==> src/rtl/core/msc_pkg.sv <==
package msc_pkg;

    localparam int MAX_TRACKS    = 8;
    localparam int TRACK_ID_BITS = 8;
    localparam int IDX_BITS      = (MAX_TRACKS > 1) ? $clog2(MAX_TRACKS) : 1;
    localparam int CNT_BITS      = $clog2(MAX_TRACKS + 1);
    localparam logic [63:0] DEFAULT_TIMEOUT = 64'd60000;

    typedef enum logic [3:0] {
        K_SETUP    = 4'd0,
        K_PLAY     = 4'd1,
        K_PAUSE    = 4'd2,
        K_ANNOUNCE = 4'd3,
        K_RECORD   = 4'd4,
        K_TEARDOWN = 4'd5,
        K_CSEQ     = 4'd6,
        K_TOUCH    = 4'd7,
        K_EXPIRY   = 4'd8,
        K_CONFLICT = 4'd9,
        K_CHANRES  = 4'd10,
        K_TRACKRES = 4'd11
    } kind_t;

    localparam logic [2:0] MODE_INIT      = 3'd0;
    localparam logic [2:0] MODE_READY     = 3'd1;
    localparam logic [2:0] MODE_PLAYING   = 3'd2;
    localparam logic [2:0] MODE_RECORDING = 3'd3;
    localparam logic [2:0] MODE_CLOSED    = 3'd4;

    // controller to datapath
    typedef struct packed {
        logic                load;   // capture request
        logic                clear;  // reset scan index
        logic                step;   // examine one binding, advance on miss
        logic                finish; // commit state, drive result
    } dp_cmd_t;

    // datapath to controller
    typedef struct packed {
        logic scan_done;
        logic needs_scan;
    } dp_status_t;

endpackage

==> src/rtl/core/msc_ctrl.sv <==
module msc_ctrl
    import msc_pkg::*;
(
    input  logic       clk,
    input  logic       rst_n,
    input  logic       start,
    input  dp_status_t status,
    output dp_cmd_t    cmd,
    output logic       busy
);

    typedef enum logic [1:0] {
        S_IDLE,
        S_DECIDE,
        S_SCAN,
        S_FINISH
    } state_t;

    state_t state_reg;

    always_ff @(posedge clk or negedge rst_n)
    begin
        if (!rst_n)
        begin
            state_reg <= S_IDLE;
        end
        else
        begin
            unique case (state_reg)
                S_IDLE:   if (start) state_reg <= S_DECIDE;
                S_DECIDE: state_reg <= status.needs_scan ? S_SCAN : S_FINISH;
                S_SCAN:   if (status.scan_done) state_reg <= S_FINISH;
                S_FINISH: state_reg <= S_IDLE;
                default:  state_reg <= S_IDLE;
            endcase
        end
    end

    always_comb
    begin
        cmd.load   = (state_reg == S_IDLE) && start;
        cmd.clear  = (state_reg == S_DECIDE);
        cmd.step   = (state_reg == S_SCAN) && !status.scan_done;
        cmd.finish = (state_reg == S_FINISH);
        busy       = (state_reg != S_IDLE);
    end

`ifndef SYNTH
    a_finish_after_work: assert property (@(posedge clk) disable iff (!rst_n)
        cmd.finish |=> !busy) else $error("finish not followed by idle");
    a_load_only_idle: assert property (@(posedge clk) disable iff (!rst_n)
        cmd.load |-> !busy) else $error("load while busy");
    a_step_scan: assert property (@(posedge clk) disable iff (!rst_n)
        cmd.step |-> busy && !cmd.finish) else $error("step outside scan");
`endif

endmodule

==> src/rtl/core/msc_datapath.sv <==
module msc_datapath
    import msc_pkg::*;
(
    input  logic                clk,
    input  logic                rst_n,
    input  dp_cmd_t             cmd,
    output dp_status_t          status,
    input  logic                cfg_valid,
    input  logic [63:0]         cfg_data,
    input  logic [3:0]          kind,
    input  logic [7:0]          track_id,
    input  logic                track_present,
    input  logic                lower_transport,
    input  logic signed [8:0]   rtp_channel_req,
    input  logic signed [8:0]   rtcp_channel_req,
    input  logic [7:0]          section_count,
    input  logic [63:0]         fingerprint_hash,
    input  logic signed [31:0]  sequence_number,
    input  logic [63:0]         now_time,
    input  logic [7:0]          channel,
    output logic                result_valid,
    output logic                ok,
    output logic [2:0]          session_state_out,
    output logic                is_control,
    output logic [7:0]          found_track,
    output logic [7:0]          rtp_channel_out,
    output logic [7:0]          rtcp_channel_out,
    output logic                announced_out,
    output logic                transport_set,
    output logic signed [31:0]  last_sequence_out
);

    // request capture
    logic [3:0]               kind_reg;
    logic [TRACK_ID_BITS-1:0] track_reg;
    logic                     present_reg;
    logic                     tcp_reg;
    logic signed [8:0]        rtp_reg;
    logic signed [8:0]        rtcp_reg;
    logic [7:0]               mcount_reg;
    logic [63:0]              fhash_reg;
    logic signed [31:0]       seq_reg;
    logic [63:0]              now_reg;
    logic [7:0]               chan_reg;

    // session state
    logic [63:0]        timeout_reg;
    logic [2:0]         mode_reg;
    logic               tflag_reg;
    logic               aflag_reg;
    logic [7:0]         acount_reg;
    logic [63:0]        ahash_reg;
    logic signed [31:0] lseq_reg;
    logic [63:0]        lact_reg;
    logic [CNT_BITS-1:0] bcount_reg;

    // binding table
    logic [TRACK_ID_BITS-1:0] bt_track [MAX_TRACKS];
    logic                     bt_tcp   [MAX_TRACKS];
    logic signed [8:0]        bt_rtp   [MAX_TRACKS];
    logic signed [8:0]        bt_rtcp  [MAX_TRACKS];

    // scan
    logic [CNT_BITS-1:0]      idx_reg;
    logic                     hit_reg;
    logic [CNT_BITS-1:0]      hit_idx_reg;
    logic                     hctl_reg;
    logic                     exp_reg;

    logic [IDX_BITS-1:0]      idx;
    logic                     e_usable;
    logic                     match;
    logic                     m_ctl;
    logic [64:0]              diff;

    assign idx = idx_reg[IDX_BITS-1:0];
    assign e_usable = bt_tcp[idx] && !bt_rtp[idx][8] && !bt_rtcp[idx][8];
    assign diff = {1'b0, now_reg} - {1'b0, lact_reg};

    always_comb
    begin
        match = 1'b0;
        m_ctl = 1'b0;
        case (kind_reg) inside
            K_SETUP, K_TRACKRES:
                match = (bt_track[idx] == track_reg);
            K_CONFLICT:
                match = e_usable && (rtp_reg == bt_rtp[idx] || rtp_reg == bt_rtcp[idx]
                        || rtcp_reg == bt_rtp[idx] || rtcp_reg == bt_rtcp[idx]);
            K_CHANRES:
            begin
                if (bt_tcp[idx] && !bt_rtp[idx][8] && bt_rtp[idx][7:0] == chan_reg)
                begin
                    match = 1'b1;
                end
                else if (bt_tcp[idx] && !bt_rtcp[idx][8] && bt_rtcp[idx][7:0] == chan_reg)
                begin
                    match = 1'b1;
                    m_ctl = 1'b1;
                end
            end
            default: match = 1'b0;
        endcase
    end

    always_comb
    begin
        status.scan_done  = hit_reg || (idx_reg >= bcount_reg);
        status.needs_scan = (kind_reg == K_SETUP) || (kind_reg == K_CHANRES)
                         || (kind_reg == K_TRACKRES)
                         || ((kind_reg == K_CONFLICT) && tcp_reg && !rtp_reg[8]
                             && !rtcp_reg[8]);
    end

    always_ff @(posedge clk)
    begin
        if (cmd.load)
        begin
            kind_reg    <= kind;
            track_reg   <= track_id[TRACK_ID_BITS-1:0];
            present_reg <= track_present;
            tcp_reg     <= lower_transport;
            rtp_reg     <= rtp_channel_req;
            rtcp_reg    <= rtcp_channel_req;
            mcount_reg  <= section_count;
            fhash_reg   <= fingerprint_hash;
            seq_reg     <= sequence_number;
            now_reg     <= now_time;
            chan_reg    <= channel;
        end
        if (cmd.clear)
        begin
            exp_reg <= (lact_reg != 64'd0) && !diff[64] && (diff[63:0] > timeout_reg);
        end
        if (cmd.finish && kind_reg == K_SETUP && mode_reg != MODE_CLOSED && present_reg)
        begin
            if (hit_reg)
            begin
                bt_tcp[hit_idx_reg[IDX_BITS-1:0]]  <= tcp_reg;
                bt_rtp[hit_idx_reg[IDX_BITS-1:0]]  <= rtp_reg;
                bt_rtcp[hit_idx_reg[IDX_BITS-1:0]] <= rtcp_reg;
            end
            else if (bcount_reg < CNT_BITS'(MAX_TRACKS))
            begin
                bt_track[bcount_reg[IDX_BITS-1:0]] <= track_reg;
                bt_tcp[bcount_reg[IDX_BITS-1:0]]   <= tcp_reg;
                bt_rtp[bcount_reg[IDX_BITS-1:0]]   <= rtp_reg;
                bt_rtcp[bcount_reg[IDX_BITS-1:0]]  <= rtcp_reg;
            end
        end
    end

    always_ff @(posedge clk or negedge rst_n)
    begin
        if (!rst_n)
        begin
            timeout_reg       <= DEFAULT_TIMEOUT;
            mode_reg          <= MODE_INIT;
            tflag_reg         <= 1'b0;
            aflag_reg         <= 1'b0;
            acount_reg        <= '0;
            ahash_reg         <= '0;
            lseq_reg          <= -32'sd1;
            lact_reg          <= '0;
            bcount_reg        <= '0;
            idx_reg           <= '0;
            hit_reg           <= 1'b0;
            hit_idx_reg       <= '0;
            hctl_reg          <= 1'b0;
            result_valid      <= 1'b0;
            ok                <= 1'b0;
            session_state_out <= MODE_INIT;
            is_control        <= 1'b0;
            found_track       <= '0;
            rtp_channel_out   <= '0;
            rtcp_channel_out  <= '0;
            announced_out     <= 1'b0;
            transport_set     <= 1'b0;
            last_sequence_out <= -32'sd1;
        end
        else
        begin
            result_valid <= 1'b0;
            if (cfg_valid)
            begin
                timeout_reg <= (cfg_data == 64'd0) ? DEFAULT_TIMEOUT : cfg_data;
            end
            if (cmd.clear)
            begin
                idx_reg <= '0;
                hit_reg <= 1'b0;
            end
            if (cmd.step)
            begin
                if (match)
                begin
                    hit_reg     <= 1'b1;
                    hit_idx_reg <= idx_reg;
                    hctl_reg    <= m_ctl;
                end
                else
                begin
                    idx_reg <= idx_reg + 1'b1;
                end
            end
            if (cmd.finish)
            begin
                logic               r_ok;
                logic               r_ctl;
                logic [7:0]         r_ft;
                logic [7:0]         r_rtp;
                logic [7:0]         r_rtcp;
                logic [2:0]         n_mode;
                logic               n_tflag;
                logic               n_aflag;
                logic signed [31:0] n_lseq;
                logic [IDX_BITS-1:0] h;
                r_ok    = 1'b0;
                r_ctl   = 1'b0;
                r_ft    = '0;
                r_rtp   = '0;
                r_rtcp  = '0;
                n_mode  = mode_reg;
                n_tflag = tflag_reg;
                n_aflag = aflag_reg;
                n_lseq  = lseq_reg;
                h       = hit_idx_reg[IDX_BITS-1:0];
                case (kind_reg)
                    K_SETUP:
                    begin
                        if (mode_reg != MODE_CLOSED && present_reg
                            && (hit_reg || bcount_reg < CNT_BITS'(MAX_TRACKS)))
                        begin
                            if (!hit_reg)
                            begin
                                bcount_reg <= bcount_reg + 1'b1;
                            end
                            n_tflag = 1'b1;
                            n_mode  = MODE_READY;
                            r_ok    = 1'b1;
                        end
                    end
                    K_PLAY:
                        if (mode_reg == MODE_READY)
                        begin
                            n_mode = MODE_PLAYING;
                            r_ok   = 1'b1;
                        end
                    K_PAUSE:
                        if (mode_reg == MODE_PLAYING)
                        begin
                            n_mode = MODE_READY;
                            r_ok   = 1'b1;
                        end
                    K_ANNOUNCE:
                        if (mode_reg == MODE_READY && bcount_reg != '0 && mcount_reg != 8'd0
                            && mcount_reg == 8'(bcount_reg)
                            && (!aflag_reg || (acount_reg == mcount_reg
                                && (ahash_reg == 64'd0 || fhash_reg == 64'd0
                                    || ahash_reg == fhash_reg))))
                        begin
                            n_aflag = 1'b1;
                            acount_reg <= mcount_reg;
                            ahash_reg  <= fhash_reg;
                            r_ok = 1'b1;
                        end
                    K_RECORD:
                        if (mode_reg == MODE_READY && aflag_reg)
                        begin
                            n_mode = MODE_RECORDING;
                            r_ok   = 1'b1;
                        end
                    K_TEARDOWN:
                    begin
                        n_tflag = 1'b0;
                        n_aflag = 1'b0;
                        acount_reg <= '0;
                        ahash_reg  <= '0;
                        bcount_reg <= '0;
                        n_mode = MODE_CLOSED;
                        r_ok   = 1'b1;
                    end
                    K_CSEQ:
                        if (!seq_reg[31] && (lseq_reg[31] || seq_reg > lseq_reg))
                        begin
                            n_lseq = seq_reg;
                            r_ok   = 1'b1;
                        end
                    K_TOUCH:
                    begin
                        lact_reg <= now_reg;
                        r_ok = 1'b1;
                    end
                    K_EXPIRY:  r_ok = exp_reg;
                    K_CONFLICT: r_ok = hit_reg;
                    K_CHANRES:
                        if (hit_reg)
                        begin
                            r_ok  = 1'b1;
                            r_ctl = hctl_reg;
                            r_ft  = 8'(bt_track[h]);
                        end
                    K_TRACKRES:
                        if (hit_reg && bt_tcp[h] && !bt_rtp[h][8] && !bt_rtcp[h][8])
                        begin
                            r_ok   = 1'b1;
                            r_rtp  = bt_rtp[h][7:0];
                            r_rtcp = bt_rtcp[h][7:0];
                        end
                    default: r_ok = 1'b0;
                endcase
                mode_reg          <= n_mode;
                tflag_reg         <= n_tflag;
                aflag_reg         <= n_aflag;
                lseq_reg          <= n_lseq;
                result_valid      <= 1'b1;
                ok                <= r_ok;
                session_state_out <= n_mode;
                is_control        <= r_ctl;
                found_track       <= r_ft;
                rtp_channel_out   <= r_rtp;
                rtcp_channel_out  <= r_rtcp;
                announced_out     <= n_aflag;
                transport_set     <= n_tflag;
                last_sequence_out <= n_lseq;
            end
        end
    end

`ifndef SYNTH
    a_count_bound: assert property (@(posedge clk) disable iff (!rst_n)
        bcount_reg <= CNT_BITS'(MAX_TRACKS)) else $error("binding count overflow");
    a_closed_sticks: assert property (@(posedge clk) disable iff (!rst_n)
        mode_reg == MODE_CLOSED |=> mode_reg == MODE_CLOSED) else $error("left closed");
    a_result_once: assert property (@(posedge clk) disable iff (!rst_n)
        result_valid |=> !result_valid) else $error("result repeated");
`endif

endmodule

==> src/rtl/core/media_session_controller.sv <==
// session request controller
// input: pulse start with the request fields while busy is low; the request
// is taken at that edge and busy rises until the result is delivered.
// output: done is high for exactly one cycle with the result fields; the
// receiver cannot hold results off, so nothing waits inside the block.
// steps: a request is captured, decided and then finished; setup, channel
// resolve, track resolve and conflict checks on usable TCP channels first
// walk the binding table one entry a cycle, stopping at the first match.
// busy drops together with done, so the next request can be taken at the
// edge that ends the done cycle.
// config: cfg_valid/cfg_ready write session_timeout; cfg_ready is always
// high; a write of zero stores 60000. write only while idle.
// reset: rst_n clears the session to init, timeout to 60000, no bindings,
// last sequence -1, no announcement.
module media_session_controller
    import msc_pkg::*;
(
    input  logic               clk,
    input  logic               rst_n,
    input  logic               start,
    output logic               busy,
    output logic               done,
    input  logic               cfg_valid,
    output logic               cfg_ready,
    input  logic [63:0]        cfg_data,
    input  logic [3:0]         kind,
    input  logic [7:0]         track_id,
    input  logic               track_present,
    input  logic               lower_transport,
    input  logic signed [8:0]  rtp_channel_req,
    input  logic signed [8:0]  rtcp_channel_req,
    input  logic [7:0]         section_count,
    input  logic [63:0]        fingerprint_hash,
    input  logic signed [31:0] sequence_number,
    input  logic [63:0]        now_time,
    input  logic [7:0]         channel,
    output logic               ok,
    output logic [2:0]         session_state_out,
    output logic               is_control,
    output logic [7:0]         found_track,
    output logic [7:0]         rtp_channel_out,
    output logic [7:0]         rtcp_channel_out,
    output logic               announced_out,
    output logic               transport_set,
    output logic signed [31:0] last_sequence_out
);

    dp_cmd_t    cmd;
    dp_status_t status;

    assign cfg_ready = 1'b1;

    msc_ctrl u_ctrl (
        .clk    (clk),
        .rst_n  (rst_n),
        .start  (start),
        .status (status),
        .cmd    (cmd),
        .busy   (busy)
    );

    msc_datapath u_dp (
        .clk               (clk),
        .rst_n             (rst_n),
        .cmd               (cmd),
        .status            (status),
        .cfg_valid         (cfg_valid),
        .cfg_data          (cfg_data),
        .kind              (kind),
        .track_id          (track_id),
        .track_present     (track_present),
        .lower_transport   (lower_transport),
        .rtp_channel_req   (rtp_channel_req),
        .rtcp_channel_req  (rtcp_channel_req),
        .section_count     (section_count),
        .fingerprint_hash  (fingerprint_hash),
        .sequence_number   (sequence_number),
        .now_time          (now_time),
        .channel           (channel),
        .result_valid      (done),
        .ok                (ok),
        .session_state_out (session_state_out),
        .is_control        (is_control),
        .found_track       (found_track),
        .rtp_channel_out   (rtp_channel_out),
        .rtcp_channel_out  (rtcp_channel_out),
        .announced_out     (announced_out),
        .transport_set     (transport_set),
        .last_sequence_out (last_sequence_out)
    );

endmodule
==> config.mk <==
export PLATFORM = sky130hd
export DESIGN_NAME = media_session_controller
export DESIGN_NICKNAME = d
export VERILOG_FILES = /design/src/rtl/core/msc_pkg.sv /design/src/rtl/core/msc_ctrl.sv /design/src/rtl/core/msc_datapath.sv /design/src/rtl/core/media_session_controller.sv
export SDC_FILE = /design/constraint.sdc
export NUM_CORES = 1
export LEC_CHECK = 0
export ABC_AREA = 1
export BUFFER_PORTS_ARGS = -buffer_cell sky130_fd_sc_hd__buf_2
export CAP_MARGIN = 20
export CORE_UTILIZATION = 35
export DETAILED_ROUTE_END_ITERATION = 6
export PLACE_DENSITY = 0.53
export SLEW_MARGIN = 5
export SYNTH_ARGS = -nofsm -noshare
export SYNTH_HDL_FRONTEND = slang
export SYNTH_SLANG_ARGS = --single-unit
==> constraint.sdc <==
create_clock -name clk -period 10.11 [get_ports clk]
set_input_delay 0.5055 -clock clk [delete_from_list [all_inputs] [get_ports clk]]
set_output_delay 0.5055 -clock clk [all_outputs]
set_load 0.02 [all_outputs]
; Word-level counts from Yosys, hierarchy flattened
; Memory sizes are Yosys's and may differ from the RTL's.
; Cells that the tools add are included.
[op_classes]
addsub = 3
n_lt_le_gt_ge = 4
n_eq_ne = 35
n_mux = 71
n_reduce_logical = 75
[ops]
columns = op, count
row1 = $logic_not 64->1, 3
row2 = $mux 64, 2
row3 = $pmux 64 s2, 1
row4 = $sub 64x64->65, 1
row5 = $eq 64x64->1, 1
row6 = $gt 64x64->1, 1
row7 = $mux 32, 2
row8 = $reduce_bool 64->1, 1
row9 = $mux 8, 7
row10 = $eq 9x9->1, 4
row11 = $mux 1, 36
row12 = $eq 8x8->1, 4
row13 = $gt 32x32->1, 1
row14 = $logic_and 1x1->1, 28
row15 = $mux 3, 7
row16 = $mux 4, 5
row17 = $mux 9, 2
row18 = $reduce_or 9->1, 2
row19 = $eq 4x3->1 const B, 4
row20 = $eq 4x4->1 const B, 4
row21 = $pmux 8 s2, 1
row22 = $pmux 3 s5, 1
row23 = $logic_or 1x1->1, 12
row24 = $pmux 1 s11, 1
row25 = other kinds (30), 57
[word_totals]
ff_bits = 488
ram_bits = 216
in_bits = 276
out_inout_bits = 66
word_cells = 224
mem_count = 4
[memory_table]
columns = name, words, width, rd, rd_clocked_by_memory_dff, wr, line_no
row1 = u_dp.bt_rtcp, 8, 9, 2, 0, 1, msc_datapath.sv:61  ; logic signed [8:0] bt_rtcp [MAX_TRACKS];
row2 = u_dp.bt_rtp, 8, 9, 2, 0, 1, msc_datapath.sv:60  ; logic signed [8:0] bt_rtp [MAX_TRACKS];
row3 = u_dp.bt_track, 8, 8, 2, 0, 1, msc_datapath.sv:58  ; logic [TRACK_ID_BITS-1:0] bt_track [MAX_TRACKS];
row4 = u_dp.bt_tcp, 8, 1, 2, 0, 1, msc_datapath.sv:59  ; logic bt_tcp [MAX_TRACKS];

; Longest topological paths before layout
; Gate-level depths: netlist of run 1.
; An unclocked memory read counts as a cell.
[depth]
word_depth = 11
ltp_mapped = 27
depth_no_buf = 27

; Hierarchy
; A second synthesis of run 1 with hierarchy kept.
[hier_totals]
cells_unflattened = 4126
area_unflattened_um2 = 37310.8
[modules_own_cells]
columns = mod, instances, cells_each, area_each_um2, seq_area_each_um2
row1 = msc_datapath, 1, 4094, 37081.8, 19742.7
row2 = msc_ctrl, 1, 30, 217.7, 50.0
row3 = media_session_controller, 1, 2, 11.3, 0.0

; Least setup slack after synthesis of run 1
; OpenSTA, ideal clock, no wires.
[synth_path]
path_type = register to register
start = register u_ctrl.state_reg[0]
end = register u_dp.chan_reg[0], enable pin
setup_ns = 0.560
arrival_time_ns = 4.724
required_ns = 9.550
path_slack_ns = 4.826
path_stages_with_launch = 5
n_path_buf = 0
synth_period_minus_slack_ns = 5.284
path_cell_list = dfrtp_1 inv_1 ha_1 nand2_1 inv_1
[synth_rtl]
columns = element, line_no
row1 = from (decl), msc_ctrl.sv:19  ; state_t state_reg;
row2 = from (signal assigned), msc_ctrl.sv:31  ; S_DECIDE: state_reg <= status.needs_scan ? S_SCAN : S_FINISH;
row3 = to (signal assigned), msc_datapath.sv:129  ; chan_reg <= channel;
row4 = to (decl), msc_datapath.sv:44  ; logic [7:0] chan_reg;

; Final worst setup path of run 1
[layout_path]
start = register u_dp.lact_reg[6]
end = register u_dp.exp_reg, data pin
[layout_between]
elab_chain_len = 4
word_cells_on_any_way = 6
classes_between = add/sub (1) / order compare (1) / reduce/logical (4)
[layout_lines]
columns = element, line_no
row1 = from (decl), msc_datapath.sv:54  ; logic [63:0] lact_reg;
row2 = from (signal assigned), msc_datapath.sv:291  ; lact_reg <= now_reg;
row3 = "parallel branches: the longest is 3 deep, another holds $sub 64x64->65", n/a
row4 = $logic_and 1x1->1 *, msc_datapath.sv:133  ; exp_reg <= (lact_reg != 64'd0) && !diff[64] && (diff[63:0] > timeout_reg);
row5 = to (signal assigned), msc_datapath.sv:133
row6 = to (decl), msc_datapath.sv:68  ; logic exp_reg;
; Mark *: on every way between the ends.
; A chain may end at the register's enable or synchronous reset.

==> results of run 1 <==
==> routing by layer <==
metal	track usage, %	wire length (microns)	vias to the layer above
met4	6.59	3430	4
met2	33.6	52900	789
met3	3.45	6010	176
met5	0	30	-
met1	28.0	51600	14542
li1	-	-	15297
==> power by group <==
part | internal [mW] | total, mW | leakage [nW] | switching, mW
Sequential | 3.69 | 4.13 | 7.33 | 0.443
Clock | 1.78 | 3.02 | 1.33 | 1.24
Combinational | 1.71 | 4.73 | 11.0 | 3.02
==> synth_stat cells (all sizes together) (5+ instances only) <==
master  instances
or2            11
edfxtp        425
ha            172
dfstp          39
or4             7
xor2           61
a21oi         297
o21ai         321
o21a           19
a211oi          9
nand2         911
nor2          388
a32o            5
clkbuf         78
nor4           54
o31ai           7
nand4          54
xnor2          67
dfrtp         240
nand3         253
a31oi          29
inv           589
o211ai         66
nand3b         29
buf            76
nor3           42
==> worst max-delay path, delay by kind of cell, from the launching register on <==
family                   cells  cell delay [ps]
AO/OA/AOI/OAI                8             1780
AND/OR/NAND/NOR             10             1060
adder cells (fa/ha/maj)      2              600
flip-flops                   1              340
buffers and inverters        2              220
XOR/XNOR                     1              160
==> cells by family after synthesis <==
group | after synthesis
fa+ha+maj | 173
flops | 704
simple gates | 1755
xor+xnor | 128
buf+inv | 743
mux | 1
other cells | 1
compound gates | 785
==> worst min path at each step <==
stage	slack, ps	to	from	cells past startpoint
final	50	u_dp.rtcp_reg[1]	rtcp_channel_req[1]	1
after global routing	3	u_dp.rtcp_reg[1]	rtcp_channel_req[1]	1
after CTS	0.07	u_dp.fhash_reg[5]	fingerprint_hash[5]	1
after detailed placement	450	u_dp.last_sequence_out[31]	u_dp.last_sequence_out[31]	2
after global placement	450	u_dp.last_sequence_out[31]	u_dp.last_sequence_out[31]	2
after floorplan	210	u_ctrl.state_reg[0]	rst_n	0
==> stage by stage <==
stage | utilization (%) | hold slack [ps]
4_1_cts | 42.0 | 0.0653
3_5_place_dp | 38.2 | 455
2_1_floorplan | - | 210
5_1_grt | 42.1 | 2.70
6_report | 42.1 | 50.3
3_3_place_gp | 38.2 | 447
==> cell type report <==
cell class                 count  area [sq um]  area share (%)
clock inverter                29           275           0.610
tap                         1403          1760            3.89
timing repair buffer         510          3350            7.43
sequential                   704         19800            43.9
inverter                     589          2220            4.92
clock buffer                 130          2460            5.45
antenna                        1          2.50         0.00555
multi-input combinational   2843         15200            33.8
==> repair_timing <==
| action | CTS | global route |
|---|---|---|
| endpoints found under the hold margin | 179 | 0 |
| setup endpoints to repair | 0 | 0 |
| setup buffers | 0 | 0 |
| hold buffers | 140 | 0 |
==> summary.md, run 1 <==
| Metric | Value |
|---|---|
| Final WS setup | 5690 ps |
| Post-Route WL | 114 mm |
| Initial Util | 35.3% |
| Core area | 0.107 sq mm |
| Setup crit end kind | register |
| Fin crit share | 43.8% |
| R2R depth | 23 |
| Row cnt | 120 |
| Max VDD drop | 155 uV |
| Most used cell, CP | nand2_1 |
| CP Launch Type | register |
| Leak | 19.6 nW |
| Chip height | 331 microns |
| Vias per cell | 4.96 |
| Worst-Margin Slew | 1090 ps |
| Routed length per instance | 18.4 microns |
| DRT iter0 DRCs | 2156 |
| Setup Skew | 28.4 ps |
| EDFF count, synth | 425 |
| Most common cell after layout, fill and taps aside | nand2_1 |
| Post-synthesis cell count | 4290 |
| Die X | 331 microns |
| CTS buffer count | 85 |
| GP Congestion | 0.905 |
| Top post-synthesis cells by area | edfxtp_1, dfrtp_1, nand2_1 |
| CP max stage delay | 580 ps |
| Largest family of logic cells by synthesized area | simple AND/OR/NAND/NOR gates |
| Port bufs | 340 |
| Final cell count without fillers | 6209 |
| Register bit total from synthesis | 704 |
| Pre-antenna DRT Iters | 5 |
| Worst r2r src | u_dp.lact_reg[6] |
| Area grow syn2layout | 19.0% |
| Multiplexer share of the synthesized area | 0.0297% |
| Worst-path cell chain | inv_1 > ha_1 > a21oi_1 > o21ai_0 > nand2_1 > nand3_1 > a21boi_0 > inv_1 > a21oi_1 > nor2_1 > nor2_1 > xnor2_1 > ha_1 > nand2_1 > nor2_1 > o21ai_0 > o211ai_1 > nand2_1 > o2111ai_1 > a31oi_1 > nand2_1 > nand2_1 > nor2_1 |
| Register area share after synthesis | 52.2% |
| Root buf cell | clkbuf_16 |
| Largest net degree at the start of global routing | 114 |
| Initial antenna violation count | 6 |
| Hold/Removal Path Class | primary input to register |
| Final Instance Area | 0.0451 sq mm |
| Total power | 11.9 mW |
| Die Area | 0.110 sq mm |
| # fillers | 10743 |
| Fraction of layout cells with a size suffix above 1 | 12.0% |
| Syn Std Cell Area | 0.0379 sq mm |
| Post-synthesis adder-cell area fraction | 5.73% |
| Fraction of registers with async set/reset | 39.6% |
| Reg-to-reg slack, setup | 5690 ps |
| DP Cell Count | 5907 |
| DP Wirelength | 78.3 mm |
| Number of remaining DRC errors | 0 |
| RSZ-0062 raised after global routing | no |
| Synth top area share | 33.7% |
| Max cap viols | 0 |
| Slew Limit Fails | 0 |
| Final antenna-violating net count | 0 |
| Clk buf depth | 3 |
| Clock sink count | 704 |
| Worst-path fanout max | 4 |
| Pre-CTS setup slack | 5770 ps |
| Setup violations, final | 0 |
| FF-to-FF End | u_dp.exp_reg |
| Via count | 30808 |
| Min Tclk post-route | 4420 ps |
| Layout Nets | 5182 |
| Post-synthesis compound-gate area fraction | 11.5% |
| Reg clk slew, reported paths | 60 ps |
| Status | completed |
| # resized after CTS | 0 |
| CP max-delay cell | a21boi_0 |
| Fmax | 226 MHz |
| Net Count, Synth | 4739 |
| Final Hold Fails | 0 |
| Worst Path Arrival | 4820 ps |
| Gr ovfl total | 0 |
| Vias in the first global route | 29926 |
| First-pass GRT wire length | 173 mm |
| Simple-Gate Fraction of Synth Area | 19.6% |
| CTS tree | done |
| Most frequent cells in the layout | nand2_1, inv_1, edfxtp_1 |
| Crit path kind | register to register |
| Ports | 342 |
| Worst setup path endpoint | u_dp.exp_reg |
| Clock latency on the worst-skew pair | 650 ps |
| Crit. Startpoint | u_dp.lact_reg[6] |
| Number of library cell types mapped by synthesis | 59 |
| Pwr per Cell Area | 263 mW/mm^2 |
| Req. time, crit path | 10500 ps |
| Post-Syn Area per Cell | 8.83 sq um |
| H-tree depth | 3 |
| Area of placed instances | 0.0409 sq mm |
| Xor/xnor share of the synthesized area | 2.96% |
| Sum of negative setup slack | 0 ps |
| Gr usage total | 20.6% |
| Slew margin rel. | 27.2% |
| Dominant synthesized flop cell | edfxtp_1 |
| Cell accounting for the most synthesized area | edfxtp_1 |
| Ys Warns | 0 |
Power figures use the tool's default switching activity.
==> inputs of run 2 (changes only) <==
--- a/config.mk
+++ b/config.mk
@@ -10,7 +10,7 @@
 export CAP_MARGIN = 20
 export CORE_UTILIZATION = 35
 export DETAILED_ROUTE_END_ITERATION = 6
-export PLACE_DENSITY = 0.53
+export PLACE_DENSITY = 0.55
 export SLEW_MARGIN = 5
 export SYNTH_ARGS = -nofsm -noshare
 export SYNTH_HDL_FRONTEND = slang
==> constraint.sdc (replaced) <==
create_clock -name clk -period 3.7 [get_ports clk]
set_input_delay 0.185 -clock clk [delete_from_list [all_inputs] [get_ports clk]]
set_output_delay 0.185 -clock clk [all_outputs]
set_load 0.02 [all_outputs]
==> run 2 against run 1 <==
  * The flow now finishes with violations (setup timing)
  * Count of clock-buffer cells in the layout decreased by 17
  * Routed wire length increased by 2.2%
  * Clock power increased to 2.7 times the previous value
  * Sequential power increased to 2.7 times the previous value
  * Fmax increased by 18%
  * Global-route usage increased by 0.41 points
==> summary.md, run 2 (synthesis gave the netlist of run 1 again) <==
| Metric | Value |
|---|---|
| Status | finished, violations left |
| Failing checks | setup timing |
| Crit path kind | register to register |
| Flip-flop and latch area | 0.0198 sq mm |
| Total power | 35.0 mW |
| Met1 Resource Use GR | 27.8% |
| Final WS setup | -36.7 ps |
| Multi-input gate area | 0.0156 sq mm |
| Root buf cell | clkbuf_16 |
| Area of placed instances | 0.0425 sq mm |
| DP Wirelength | 81.1 mm |
| Final core utilization | 45.2% |
| Gr usage total | 21.0% |
| Max cap viols | 0 |
| Chip height | 331 microns |
| Reg clk slew, reported paths | 60 ps |
| CP Launch Type | register |
| Clock sink count | 704 |
| Leak | 21.2 nW |
| Slew margin rel. | 33.4% |
| Vias in the first global route | 31757 |
| CTS buffer count | 83 |
| Final antenna-violating net count | 0 |
| Met3 usage in global routing | 3.12% |
| Pre-antenna DRT Iters | 5 |
| Area grow syn2layout | 27.9% |
| Pwr per Cell Area | 722 mW/mm^2 |
| Worst-path fanout max | 4 |
| Most frequent cells in the layout | nand2_1, inv_1, edfxtp_1 |
| Via count | 32226 |
| Setup crit end kind | register |
| Clock latency on the worst-skew pair | 650 ps |
| Post-Route WL | 117 mm |
| CTS tree | done |
| Row cnt | 120 |
| Fmax | 268 MHz |
| Worst hold path startpoint | cfg_valid |
| Final cell count without fillers | 6545 |
| Slew Limit Fails | 0 |
| Setup violations, final | 1 |
| Gr ovfl total | 0 |
| Core area | 0.107 sq mm |
| Largest net degree at the start of global routing | 98 |
| Port bufs | 340 |
| Clk buf depth | 3 |
| Crit. Startpoint | u_dp.now_reg[37] |
| Initial Util | 35.3% |
| Initial antenna violation count | 4 |
| Most common cell after layout, fill and taps aside | nand2_1 |
| Req. time, crit path | 4090 ps |
| H-tree depth | 3 |
| Ports | 342 |
| Fin Hold WS | 142 ps |
| Die X | 331 microns |
| Pre-CTS setup slack | -421 ps |
| Setup Skew | 18.3 ps |
| Die Area | 0.110 sq mm |
| Final Instance Area | 0.0485 sq mm |
| RSZ-0062 raised after global routing | yes |
| DP Cell Count | 6107 |
| Routed length per instance | 17.8 microns |
| Fraction of layout cells with a size suffix above 1 | 16.8% |
| Fin crit share | 101% |
| Layout Nets | 5521 |
| GRT busiest layer | met2 |
| Min Tclk post-route | 3740 ps |
| Worst Path Arrival | 4120 ps |
| Max VDD drop | 412 uV |
| Met2 usage | 35.8% |
| Worst-Margin Slew | 999 ps |
| First-pass GRT wire length | 178 mm |
| DRT iter0 DRCs | 1877 |
| Worst r2r src | u_dp.now_reg[37] |
| Hold/Removal Path Class | primary input to register |
| Final Hold Fails | 0 |
| Vias per cell | 4.92 |
| Number of remaining DRC errors | 0 |
| # fillers | 10327 |
| GP Congestion | 0.898 |
| Sum of negative setup slack | -36.7 ps |
-- run 2: cell types whose count changed in the layout (fill, tap and decap cells not counted), moves of 12 or more --
cell and change:
a21oi_1 -25, buf_4 +197, ha_1 -12, nor2_2 +12, dlygate4sd3_1 +134, ha_4 +12, a21oi_2 +23
-- run 2: report_power, final --
group / total, mW / internal [mW] / switching (mW) / leakage [nW]
clock: 8.09 / 4.75 / 3.34 / 1.30
sequential: 11.3 / 10.1 / 1.21 / 7.33
combinational: 15.6 / 6.57 / 9.03 / 12.6
-- run 2: cell type report --
class / count / area share (%)
clock buffers: 113 / 4.79
inverters: 589 / 4.57
flip-flops and latches: 704 / 40.9
well taps: 1403 / 3.62
multi-input cells: 2843 / 32.2
repair buffers: 851 / 13.2
diodes: 1 / 0.00516
clock inverters: 41 / 0.736
-- run 2: what timing repair did --
item | in CTS | in global routing
pin swaps | 10 | 25
setup buffers | 4 | 6
gates cloned | 0 | 0
hold buffers | 274 | 0
endpoints found under the setup margin | 1 | 1
endpoints found under the hold margin | 339 | 0
resized for setup | 51 | 59
-- run 2: path summary, 6_finish.rpt --
path                            slack [ps]                          to  cells after the start
worst max-delay path                   -40                u_dp.exp_reg                     18
worst min-delay path                   140         u_dp.timeout_reg[6]                      3
worst max register to register         -40                u_dp.exp_reg                     18
worst min register to register         460  u_dp.last_sequence_out[31]                      2
max in group asynchronous             2660           u_dp.lact_reg[36]                      3
min in group asynchronous              180     u_dp.rtp_channel_out[6]                      2
-- run 2: critical path: stages, from the launching register on --
cell	delay, ps
edfxtp_1	400
ha_1	360
a21oi_1	290
o21ai_0	220
a21oi_2	260
o21ai_0	130
a221oi_1	340
o21ai_0	220
xor2_1	180
ha_1	300
nand4_1	90
nor3_2	60
buf_4	140
nand2_1	70
nand3_2	100
a31oi_4	160
nand2_1	70
nand2_1	60
nor2_1	30
-- run 2: metal layers --
| metal | share of wire (%) | wire length (microns) |
|---|---|---|
| met3 | 4.6 | 5350 |
| met4 | 2.5 | 2930 |
| met2 | 48 | 56100 |
| met1 | 45 | 52100 |
| met5 | 0.027 | 31 |
